[src/hdl/lrd_pkg.sv]
`timescale 1ns / 1ps
// ----------------------------------------------------------------------------
// lrd_pkg
// Shared types and constants for the log record deframer with CRC check.
// ----------------------------------------------------------------------------
package lrd_pkg;

   localparam int unsigned PosWidth    = 18;
   localparam int unsigned HeaderBytes = 34;

   localparam logic [31:0] CrcInit      = 32'hFFFF_FFFF;
   localparam logic [31:0] CrcPolyReset = 32'h82F6_3B78;

   typedef enum logic [1:0] {
      KIND_PAYLOAD = 2'd0,
      KIND_ACCEPT  = 2'd1,
      KIND_REJECT  = 2'd2
   } kind_type;

   typedef struct packed {
      logic [63:0] sequence_number;
      logic [63:0] previous_sequence;
      logic [63:0] transaction_id;
      logic [31:0] page_number;
      logic [7:0]  record_kind;
      logic [15:0] redo_length;
      logic [15:0] undo_length;
   } header_type;

   typedef struct packed {
      kind_type   kind;
      logic [7:0] payload_byte;
      logic       payload_is_undo;
      header_type hdr;
   } result_type;

endpackage

[src/hdl/lrd_crc_byte.sv]
`timescale 1ns / 1ps
// ----------------------------------------------------------------------------
// lrd_crc_byte
// Reflected CRC-32 update by one byte with a programmable polynomial.
// ----------------------------------------------------------------------------
module lrd_crc_byte (
   input  logic [31:0] crc_cur,
   input  logic [7:0]  data_byte,
   input  logic [31:0] polynomial,
   output logic [31:0] crc_next
);

   always_comb begin
      logic [31:0] c;
      c = crc_cur ^ {24'd0, data_byte};
      for (int i = 0; i < 8; i++) begin
         c = {1'b0, c[31:1]} ^ (polynomial & {32{c[0]}});
      end
      crc_next = c;
   end

endmodule

[src/hdl/lrd_parser.sv]
`timescale 1ns / 1ps
// ----------------------------------------------------------------------------
// lrd_parser
// Record parser: header capture, payload pass-through, CRC accumulate and
// verdict. State changes only on accepted input beats; none while halted.
// ----------------------------------------------------------------------------
module lrd_parser (
   input  logic                clock,
   input  logic                reset,
   input  logic                take,
   input  logic [7:0]          data_byte,
   input  logic                start_of_log,
   input  logic [31:0]         polynomial,
   output logic                res_valid,
   output lrd_pkg::result_type res
);
   import lrd_pkg::*;

   logic [PosWidth-1:0] pos_ff, pos_in, pos;
   logic [31:0]         crc_ff, crc_in, crc_cur, crc_next;
   logic [31:0]         rcv_ff, rcv_in, rcv_cur, rcv_merge;
   logic                halted_ff, halted_in, halt_eff;
   header_type          hdr_ff, hdr_in;
   logic [PosWidth-1:0] redo_end, pay_end;
   logic [5:0]          pos6;
   logic [1:0]          k;
   logic                in_header, in_payload, ok;

   lrd_crc_byte u_crc (
      .crc_cur    (crc_cur),
      .data_byte  (data_byte),
      .polynomial (polynomial),
      .crc_next   (crc_next)
   );

   always_comb begin
      halt_eff   = halted_ff && !start_of_log;
      pos        = start_of_log ? '0 : pos_ff;
      crc_cur    = start_of_log ? CrcInit : crc_ff;
      rcv_cur    = start_of_log ? '0 : rcv_ff;
      pos6       = pos[5:0];
      in_header  = pos < PosWidth'(HeaderBytes);
      redo_end   = PosWidth'(HeaderBytes) + PosWidth'(hdr_ff.redo_length);
      pay_end    = redo_end + PosWidth'(hdr_ff.undo_length);
      in_payload = !in_header && (pos < pay_end);
      k          = pos[1:0] - pay_end[1:0];
      rcv_merge  = rcv_cur;
      rcv_merge[{k, 3'b000} +: 8] = data_byte;
      ok         = (crc_cur ^ CrcInit) == rcv_merge;

      pos_in    = pos_ff;
      crc_in    = crc_ff;
      rcv_in    = rcv_ff;
      halted_in = halted_ff;
      hdr_in    = hdr_ff;
      res_valid = 1'b0;
      res       = '0;

      if (take) begin
         halted_in = halt_eff;
         pos_in    = pos;
         crc_in    = crc_cur;
         rcv_in    = rcv_cur;
         if (!halt_eff) begin
            if (in_header) begin
               if (pos6 < 6'd8) begin
                  hdr_in.sequence_number[{pos6[2:0], 3'b000} +: 8] = data_byte;
               end else if (pos6 < 6'd16) begin
                  hdr_in.previous_sequence[{pos6[2:0], 3'b000} +: 8] = data_byte;
               end else if (pos6 < 6'd24) begin
                  hdr_in.transaction_id[{pos6[2:0], 3'b000} +: 8] = data_byte;
               end else if (pos6 < 6'd28) begin
                  hdr_in.page_number[{pos6[1:0], 3'b000} +: 8] = data_byte;
               end else if (pos6 == 6'd28) begin
                  hdr_in.record_kind = data_byte;
               end else if (pos6 == 6'd29) begin
                  hdr_in.redo_length[7:0] = data_byte;
               end else if (pos6 == 6'd30) begin
                  hdr_in.redo_length[15:8] = data_byte;
               end else if (pos6 == 6'd31) begin
                  hdr_in.undo_length[7:0] = data_byte;
               end else if (pos6 == 6'd32) begin
                  hdr_in.undo_length[15:8] = data_byte;
               end
               crc_in = crc_next;
               pos_in = pos + 1'b1;
            end else if (in_payload) begin
               crc_in              = crc_next;
               pos_in              = pos + 1'b1;
               res_valid           = 1'b1;
               res.kind            = KIND_PAYLOAD;
               res.payload_byte    = data_byte;
               res.payload_is_undo = pos >= redo_end;
            end else begin
               rcv_in = rcv_merge;
               if (k != 2'd3) begin
                  pos_in = pos + 1'b1;
               end else begin
                  res_valid = 1'b1;
                  res.kind  = ok ? KIND_ACCEPT : KIND_REJECT;
                  res.hdr   = hdr_ff;
                  halted_in = !ok;
                  pos_in    = '0;
                  crc_in    = CrcInit;
                  rcv_in    = '0;
               end
            end
         end
      end
   end

   always_ff @(posedge clock) begin
      if (reset) begin
         pos_ff    <= '0;
         crc_ff    <= CrcInit;
         rcv_ff    <= '0;
         halted_ff <= 1'b0;
         hdr_ff    <= '0;
      end else begin
         pos_ff    <= pos_in;
         crc_ff    <= crc_in;
         rcv_ff    <= rcv_in;
         halted_ff <= halted_in;
         hdr_ff    <= hdr_in;
      end
   end

   a_halt_silent: assert property (@(posedge clock) disable iff (reset)
      (take && halted_ff && !start_of_log) |-> !res_valid)
      else $error("result issued while halted");

   a_verdict_restart: assert property (@(posedge clock) disable iff (reset)
      (res_valid && res.kind != KIND_PAYLOAD) |=> (pos_ff == '0 && crc_ff == CrcInit))
      else $error("record state not restarted after verdict");

   a_reject_halts: assert property (@(posedge clock) disable iff (reset)
      (res_valid && res.kind == KIND_REJECT) |=> halted_ff)
      else $error("reject did not halt parser");

endmodule

[src/hdl/lrd_out_skid.sv]
`timescale 1ns / 1ps
// ----------------------------------------------------------------------------
// lrd_out_skid
// Output register with one skid entry so the parser keeps taking beats
// while a result waits at the output.
// ----------------------------------------------------------------------------
module lrd_out_skid (
   input  logic                clock,
   input  logic                reset,
   input  logic                in_valid,
   input  lrd_pkg::result_type in_data,
   output logic                up_ready,
   output logic                out_valid,
   input  logic                out_ready,
   output lrd_pkg::result_type out_data
);
   import lrd_pkg::*;

   logic       out_valid_ff, out_valid_in;
   logic       skid_valid_ff, skid_valid_in;
   result_type out_data_ff, out_data_in;
   result_type skid_data_ff, skid_data_in;

   always_comb begin
      out_valid_in  = out_valid_ff;
      out_data_in   = out_data_ff;
      skid_valid_in = skid_valid_ff;
      skid_data_in  = skid_data_ff;
      if (!out_valid_ff || out_ready) begin
         if (skid_valid_ff) begin
            out_valid_in  = 1'b1;
            out_data_in   = skid_data_ff;
            skid_valid_in = 1'b0;
         end else begin
            out_valid_in = in_valid;
            out_data_in  = in_data;
         end
      end else if (in_valid) begin
         skid_valid_in = 1'b1;
         skid_data_in  = in_data;
      end
   end

   always_ff @(posedge clock) begin
      if (reset) begin
         out_valid_ff  <= 1'b0;
         skid_valid_ff <= 1'b0;
      end else begin
         out_valid_ff  <= out_valid_in;
         skid_valid_ff <= skid_valid_in;
      end
      out_data_ff  <= out_data_in;
      skid_data_ff <= skid_data_in;
   end

   assign up_ready  = !skid_valid_ff;
   assign out_valid = out_valid_ff;
   assign out_data  = out_data_ff;

   a_skid_behind_out: assert property (@(posedge clock) disable iff (reset)
      skid_valid_ff |-> out_valid_ff)
      else $error("skid entry held with empty output");

   a_no_overrun: assert property (@(posedge clock) disable iff (reset)
      skid_valid_ff |-> !in_valid)
      else $error("result offered while skid full");

endmodule

[src/hdl/log_record_deframer_crc_check_core.sv]
`timescale 1ns / 1ps
// ----------------------------------------------------------------------------
// log_record_deframer_crc_check_core
// Parses a log byte stream into records and checks each record's CRC-32C.
//
// Input channel (req_*): one log byte per beat; req_start_of_log restarts
// the parser with this byte as header byte 0 and clears a halt.
// Result channel (rsp_*): one beat per payload byte (kind payload, with
// redo/undo flag), and one beat per record at its last CRC byte carrying
// the header fields with an accept or reject verdict. Header and CRC bytes
// give no result. After a reject all bytes are dropped until start of log.
// CSR channel (csr_*): writes the reflected CRC polynomial, always ready;
// write only while the block is idle.
// Throughput: one byte per cycle while req_ready is high; the byte-wide CRC update and position
// compare sit between the parser state and the output register.
// Each result is registered at the output (via the skid entry if it is busy).
// Reset: polynomial returns to 0x82F63B78, parser at header byte 0.
// Stall: a one-entry skid holds one result while rsp_ready is low; once
// it fills, req_ready drops until the output drains.
// ----------------------------------------------------------------------------
module log_record_deframer_crc_check_core (
   input  logic        clock,
   input  logic        reset,
   input  logic        req_valid,
   output logic        req_ready,
   input  logic [7:0]  req_data_byte,
   input  logic        req_start_of_log,
   output logic        rsp_valid,
   input  logic        rsp_ready,
   output logic [1:0]  rsp_result_kind,
   output logic [7:0]  rsp_payload_byte,
   output logic        rsp_payload_is_undo,
   output logic [63:0] rsp_sequence_number,
   output logic [63:0] rsp_previous_sequence,
   output logic [63:0] rsp_transaction_id,
   output logic [31:0] rsp_page_number,
   output logic [7:0]  rsp_record_kind,
   output logic [15:0] rsp_redo_length,
   output logic [15:0] rsp_undo_length,
   input  logic        csr_valid,
   output logic        csr_ready,
   input  logic [31:0] csr_crc_polynomial
);
   import lrd_pkg::*;

   logic [31:0] poly_ff;
   logic        take;
   logic        res_valid;
   result_type  res;
   result_type  out_data;

   always_ff @(posedge clock) begin
      if (reset) begin
         poly_ff <= CrcPolyReset;
      end else if (csr_valid && csr_ready) begin
         poly_ff <= csr_crc_polynomial;
      end
   end

   assign csr_ready = 1'b1;
   assign take      = req_valid && req_ready;

   lrd_parser u_parser (
      .clock        (clock),
      .reset        (reset),
      .take         (take),
      .data_byte    (req_data_byte),
      .start_of_log (req_start_of_log),
      .polynomial   (poly_ff),
      .res_valid    (res_valid),
      .res          (res)
   );

   lrd_out_skid u_out (
      .clock     (clock),
      .reset     (reset),
      .in_valid  (res_valid),
      .in_data   (res),
      .up_ready  (req_ready),
      .out_valid (rsp_valid),
      .out_ready (rsp_ready),
      .out_data  (out_data)
   );

   assign rsp_result_kind       = out_data.kind;
   assign rsp_payload_byte      = out_data.payload_byte;
   assign rsp_payload_is_undo   = out_data.payload_is_undo;
   assign rsp_sequence_number   = out_data.hdr.sequence_number;
   assign rsp_previous_sequence = out_data.hdr.previous_sequence;
   assign rsp_transaction_id    = out_data.hdr.transaction_id;
   assign rsp_page_number       = out_data.hdr.page_number;
   assign rsp_record_kind       = out_data.hdr.record_kind;
   assign rsp_redo_length       = out_data.hdr.redo_length;
   assign rsp_undo_length       = out_data.hdr.undo_length;

endmodule

[config.mk]
export PLATFORM = sky130hd
export DESIGN_NAME = log_record_deframer_crc_check_core
export DESIGN_NICKNAME = d
export VERILOG_FILES = /design/src/hdl/lrd_pkg.sv /design/src/hdl/lrd_crc_byte.sv /design/src/hdl/lrd_parser.sv /design/src/hdl/lrd_out_skid.sv /design/src/hdl/log_record_deframer_crc_check_core.sv
export SDC_FILE = /design/constraint.sdc
export NUM_CORES = 2
export LEC_CHECK = 0
export BUFFER_PORTS_ARGS = -buffer_cell sky130_fd_sc_hd__buf_2
export CAP_MARGIN = 5
export CORE_AREA = 5 5 331 333
export DETAILED_ROUTE_END_ITERATION = 6
export DIE_AREA = 0 0 336 338
export PLACE_DENSITY_LB_ADDON = 0.1
export SLEW_MARGIN = 25
export SYNTH_ARGS = -nofsm -noshare
export SYNTH_HDL_FRONTEND = slang
export SYNTH_SLANG_ARGS = --single-unit
[constraint.sdc]
create_clock -name clock -period 58.8 [get_ports clock]
set_input_delay 8.82 -clock clock [delete_from_list [all_inputs] [get_ports clock]]
set_output_delay 8.82 -clock clock [all_outputs]
set_load 0.02 [all_outputs]
# [After elaboration in Yosys (flattened, before gate mapping)]
# Cells that the tools add are included.
[op_classes] shift=6 n_reduce_logical=20 n_mux=40 order_cmp=7 n_eq_ne=7 addsub=7 bitwise=28
[op_table] cell="2-to-1 mux 275 bit" n=4
[op_table] cell="2-to-1 mux 264 bit" n=2
[op_table] cell="2-to-1 mux 32 bit" n=10
[op_table] cell="bitwise AND 32 bit" n=8
[op_table] cell="XOR 31 x 32 -> 32 bit" n=8
[op_table] cell="bitwise mux 64 bit" n=3
[op_table] cell="2-to-1 mux 18 bit" n=5
[op_table] cell="bitwise mux 32 bit" n=2
[op_table] cell="variable shift 8 x 7 -> 32 bit, first input constant" n=2
[op_table] cell="variable shift 8 x 8 -> 64 bit, first input constant" n=1
[op_table] cell="indexed part select 8 x 7 -> 32 bit" n=2
[op_table] cell="indexed part select 8 x 8 -> 64 bit" n=1
[op_table] cell="equality test 32 bit" n=1
[op_table] cell="NOT 32 bit" n=1
[op_table] cell="XOR 32 x 8 -> 32 bit" n=1
[op_table] cell="equality test 6 x 5 -> 1 bit, second input constant" n=4
[op_table] cell="adder 18 x 1 -> 18 bit, second input constant" n=1
[op_table] cell="adder 18 x 16 -> 18 bit" n=1
[op_table] cell="greater-or-equal comparator 18 bit" n=1
[op_table] cell="less-than comparator 18 bit" n=1
[op_table] cell="less-than comparator 18 x 6 -> 1 bit, second input constant" n=1
[op_table] cell="less-than comparator 6 x 5 -> 1 bit, second input constant" n=3
[op_table] cell="adder 6 x 16 -> 17 bit, first input constant" n=1
[op_table] cell="negation 5 -> 7 bit" n=2
[op_table] cell="23 further kinds" n=49
[word_totals] out_inout_bits=278 register_bits=931

# [Logic depth before layout (Yosys ltp)]
[depth] ltp_word=21 mapped_depth=28 depth_no_buf=26

# [Modules after synthesis]
# Synthesis repeated with hierarchy kept, for this count alone.
[hier_totals] hier_cells=3847 hier_area_um2=44453.9
[by_module_without_submodules] module="lrd_out_skid" area_each_um2=20863.8 cells_per_inst=865 n_inst=1
[by_module_without_submodules] module="lrd_parser" area_each_um2=18179.9 cells_per_inst=2261 n_inst=1
[by_module_without_submodules] module="lrd_crc_byte" area_each_um2=4214.0 cells_per_inst=614 n_inst=1
[by_module_without_submodules] module="log_record_deframer_crc_check_core" area_each_um2=1196.1 cells_per_inst=107 n_inst=1

# [Worst setup path after synthesis]
# No wires, ideal clock.
[synth_path] path_kind="input port to flip-flop" startpoint="input rsp_ready" endpoint="register u_out.skid_data_ff[0] (netlist name) (enable)" arrival_time_ns=40.432 cell_stages=2 path_slack_ns=13.561 path_cell_list="nand2b_1 a21oi_1"
[synth_via] elab_chain_len=3
[synth_rtl] element="start: declaration" line_no="log_record_deframer_crc_check_core.sv:29" text="input logic rsp_ready,"
[synth_rtl] element="logical OR 1 bit" line_no="lrd_out_skid.sv:29" text="if (!out_valid_ff || out_ready) begin"
[synth_rtl] element="NOT 1 bit (no source line)"
[synth_rtl] element="AND reduction 2 bit (no source line)"
[synth_rtl] element="end signal: assignment" line_no="lrd_out_skid.sv:53" text="skid_data_ff <= skid_data_in;"
[synth_rtl] element="end: declaration" line_no="lrd_out_skid.sv:22" text="result_type skid_data_ff, skid_data_in;"
# No other way between the ends.
# A chain may end at the register's enable or synchronous reset.

# [Final worst setup path]
[layout_path] startpoint="input req_start_of_log" endpoint="register u_out.skid_data_ff[164] (netlist name) (enable)"
[layout_via] elab_chain_len=9 word_cells_on_any_way=15 classes_between="1 x add/sub; 2 x order compare; 1 x eq/ne; 6 x mux; 5 x reduce/logical"
[layout_rtl] element="start: declaration" line_no="log_record_deframer_crc_check_core.sv:27" text="input logic req_start_of_log,"
[layout_rtl] element="2-to-1 mux 18 bit" line_no="lrd_parser.sv:38" text="pos = start_of_log ? '0 : pos_ff;"
[layout_rtl] element="less-than comparator 18 x 6 -> 1 bit or subtractor 2 bit (tied branches)" line_no="lrd_parser.sv:42, lrd_parser.sv:46"
[layout_rtl] element="zero test 1 bit or inequality test 2 bit (tied branches)" line_no="lrd_parser.sv:45, lrd_parser.sv:96"
[layout_rtl] element="logical AND 1 bit or 2-to-1 mux 1 bit (tied branches)" line_no="lrd_parser.sv:45, lrd_parser.sv:96"
[layout_rtl] element="2-to-1 mux 1 bit" line_no="lrd_parser.sv:87" text="end else if (in_payload) begin"
[layout_rtl] element="2-to-1 mux 1 bit" line_no="lrd_parser.sv:65" text="if (in_header) begin"
[layout_rtl] element="2-to-1 mux 1 bit *" line_no="lrd_parser.sv:64" text="if (!halt_eff) begin"
[layout_rtl] element="2-to-1 mux 1 bit *" line_no="lrd_parser.sv:59" text="if (take) begin"
[layout_rtl] element="AND reduction 2 bit (no source line) *"
# Mark *: on every way between the ends. The rest lies on a longest branch, timed or not.

==> out/qor.yml <==
r2r_setup_slack_ps: 50860
critPathLaunchType: "primary input"
holdWs_ps: 445
hold_class: "register to register"
worst_slack_ps: 44140
io_buffers: 322
ys.flop_type: "edfxtp_1"
cp_common_cell: "o21a_1"
rr_startpoint: "u_parser.hdr_ff[17]"
die_area_mm2: 0.114
ant_nets: 0
switchingPower_uw: 464
synth.distinct_cells: 85
yosys_warnings: 0
path_clk_slew_ps: 60
drv_cap: 0
wire_per_inst_um: 20.6
async_flop_share_pct: 0
synth.top_cell.area_share_pct: 39.2
vias: 28600
nNetsFinal: 4155
syn_nets: 3955
utilization_pct: 45.3
leakage_uw: 0.0215
seqPwrFrac_pct: 42.6
layout.cells.non_filler: 5530
cp_slowest_cell: "buf_4"
syn-cell-area_mm2: 0.0421
areaGrowthSynthToFinish_pct: 14.4
synth_top_area_cell: "edfxtp_1"
drv_slew: 0
min_path_cells: 2
synth_edf_count: 550
clk-insertion-delay-late_ps: 680
die_h_um: 338
dr_wl_met2_mm: 53.6
initialDrtViolationCount: 1925
power_per_cell_area_mw_per_mm2: 34.6
slew_headroom_pct: 32.1
grt_max_degree: 172
grt_pass1_wl_mm: 172
cts_resized: 0
pre_cts_ws_ps: 43390
tightest_slew_ps: 1020
drcViolationCount: 0
place.gp.congestion: 0.807
clock_path_buffers: 3
dpl.cell_count: 5339
reg2regPathDepth: 25
ir_drop_uv: 29.3
rows: 120
path_max_fanout: 59
dr_wl_met3_mm: 5.67
ios: 324
firstDrtPassIters: 5
clock_sinks: 931
place_hpwl_mm: 71.4
overflow: 0
cts_made_buffers: 99
grt_pass1_vias: 27700
rsz0062_at_grt: "false"
worst_path_largest_cell_delay_ps: 780
clockPowerShare_pct: 36.0
drive_gt1_share_pct: 13.9
hold_start: "u_parser.hdr_ff[51]"
cp_data_arrival_time_ps: 14950
fmax_ghz: 0.0682
p_sw_share_pct: 27.8
finalHoldViolCount: 0
setup_viol: 0
tns_ps: 0
syn_inst: 3839
p_int_uw: 1200
fin_crit_sh_pct: 24.9
clock_skew_ps: 31.1
h-tree-depth: 3
cts_tree: "yes"
avgSynthCellArea_um2: 11.0
die_x_um: 336
fin_crit_ps: 14660
path_class: "primary input to register"
post-cts-setup-buffer-count: 0
outcome: "complete, no violations"
yosysSeqAreaShare_pct: 57.3
grtUsageTotal_pct: 19.5
ys_ff_latch: 931
wl_met1_mm: 52.2
fillers: 10000
hold_end: "u_parser.hdr_ff[51]"
highest_layer: "met4"
cts_hold_buffers: 0
crit_chain: "buf_2 > buf_4 > inv_1 > nand2_1 > ha_1 > fa_1 > nor2b_1 > o21a_1 > o21a_1 > o21a_1 > o21a_1 > o21ai_0 > a21oi_1 > o2111ai_1 > nand2_1 > a211o_1 > a21boi_2 > and2_1 > inv_1 > a21oi_4 > buf_4 > buf_4"
worstPathRequired_ps: 59090
coreArea_mm2: 0.106
start_util_pct: 39.6
wl_mm: 114
grt_antenna_before_repair: 7
r2r_end: "u_out.skid_data_ff[164]"
root_buffer: "clkbuf_16"
endpoint_kind: "register"
routed_via_density: 5.17
synth.area.top_cells: "edfxtp_1 39%, dfxtp_1 18%, a21o_1 5.2%"
combPwrFrac_pct: 21.4
-- cell type report --
cell class | count | area (µm²) | area share, %
inverters | 50 | 188 | 0.389
well taps | 1403 | 1760 | 3.64
multi-input cells | 2584 | 16900 | 35.1
flip-flops and latches | 931 | 24100 | 50.1
clock inverters | 44 | 329 | 0.683
repair buffers | 373 | 2070 | 4.29
diodes | 2 | 5.00 | 0.0104
clock buffers | 143 | 2800 | 5.82
-- flip-flops by register name, summed over array words and instances, names as in the netlist --
register / count
u_out.out_data: 275
u_out.skid_data_ff: 275
u_parser.hdr_ff: 264
poly_ff: 32
u_parser.crc_ff: 32
u_parser.rcv_ff: 32
u_parser.pos_ff: 18
u_out.out_valid: 1
u_out.skid_valid_ff: 1
u_parser.halted_ff: 1
-- critical path: cells and delay by family --
family	cells	cell delay, ps
adder cells (fa/ha/maj)	2	470
buffers and inverters	6	2250
AND/OR/NAND/NOR	4	790
AO/OA/AOI/OAI	10	2430
-- worst max path at each step --
stage | startpoint | to | slack [ps] | cells past startpoint
finish | req_start_of_log | u_out.skid_data_ff[164] | 44140 | 22
global route | req_start_of_log | u_out.skid_data_ff[164] | 43650 | 22
CTS | req_start_of_log | u_out.skid_data_ff[164] | 44120 | 22
detailed placement | req_start_of_log | u_out.skid_data_ff[164] | 43390 | 22
global placement | req_start_of_log | u_out.skid_data_ff[160] | 43490 | 22
floorplan | rsp_ready | u_out.skid_data_ff[0] | 13560 | 2
-- cells by family after synthesis --
logic type / count (synthesis) / share of synthesized area, %
other: 1 / 0.00890
buffers and inverters: 324 / 3.03
AOI/OAI and AO/OA: 735 / 12.1
muxes: 200 / 4.76
and+or+nand+nor: 1303 / 14.7
adders and majority gates: 70 / 2.11
xor gates and xnor gates: 275 / 5.91
DFF: 931 / 57.3
-- per-layer routing --
metal	vias to the layer above	track usage (%)
met5	-	0
met4	0	4.95
met3	123	3.06
met2	632	32.7
met1	13900	26.7
li1	13900	-
-- layout by cell type (no fill, tap or decap), types with 24 or more instances in the layout --
cell type,synthesis,routed
a21o_1,291,291
a21oi_1,182,181
a32oi_1,30,30
and2_1,275,275
and3_1,24,24
buf_2,24,319
buf_4,2,49
clkbuf_1,224,29
clkbuf_16,0,100
dfxtp_1,381,380
edfxtp_1,550,550
ha_1,68,68
inv_1,47,46
mux2i_1,199,199
nand2_1,346,346
nand3_1,77,77
nor2_1,411,409
nor2b_1,46,44
o21ai_0,56,56
o22a_1,32,32
xnor2_1,224,220
xor2_1,44,44
-- Yosys cell counts (all sizes together) (12+ instances only) --
library cell,n
and2,275
nor2b,47
dfxtp,381
nand4,13
o22a,32
nand2,355
nand2b,17
clkbuf,224
o21ai,63
buf,50
a21o,291
xnor2,226
inv,47
a21oi,182
a211o,21
a22oi,12
edfxtp,550
xor2,45
mux2i,199
and3,24
a211oi,12
nor4,14
nor3,25
o22ai,12
ha,68
a32oi,30
nand3,77
nor2,411
-- metrics by stage --
stage	total power (µW)	instance area [µm²]
finish	1670	48200
detailed placement	1080	45000
global route	1750	48200
CTS	1680	48100
floorplan	1020	42100
global placement	1080	45000
-- power by group through the flow --
stage | registers (µW) | clock network (µW) | logic (µW)
3_5_place_dp | 723 | 0 | 356
2_1_floorplan | 711 | 0 | 307
5_1_grt | 711 | 645 | 392
4_1_cts | 709 | 618 | 357
3_3_place_gp | 724 | 0 | 353
6_report | 710 | 600 | 357
Power figures use the tool's default switching activity.
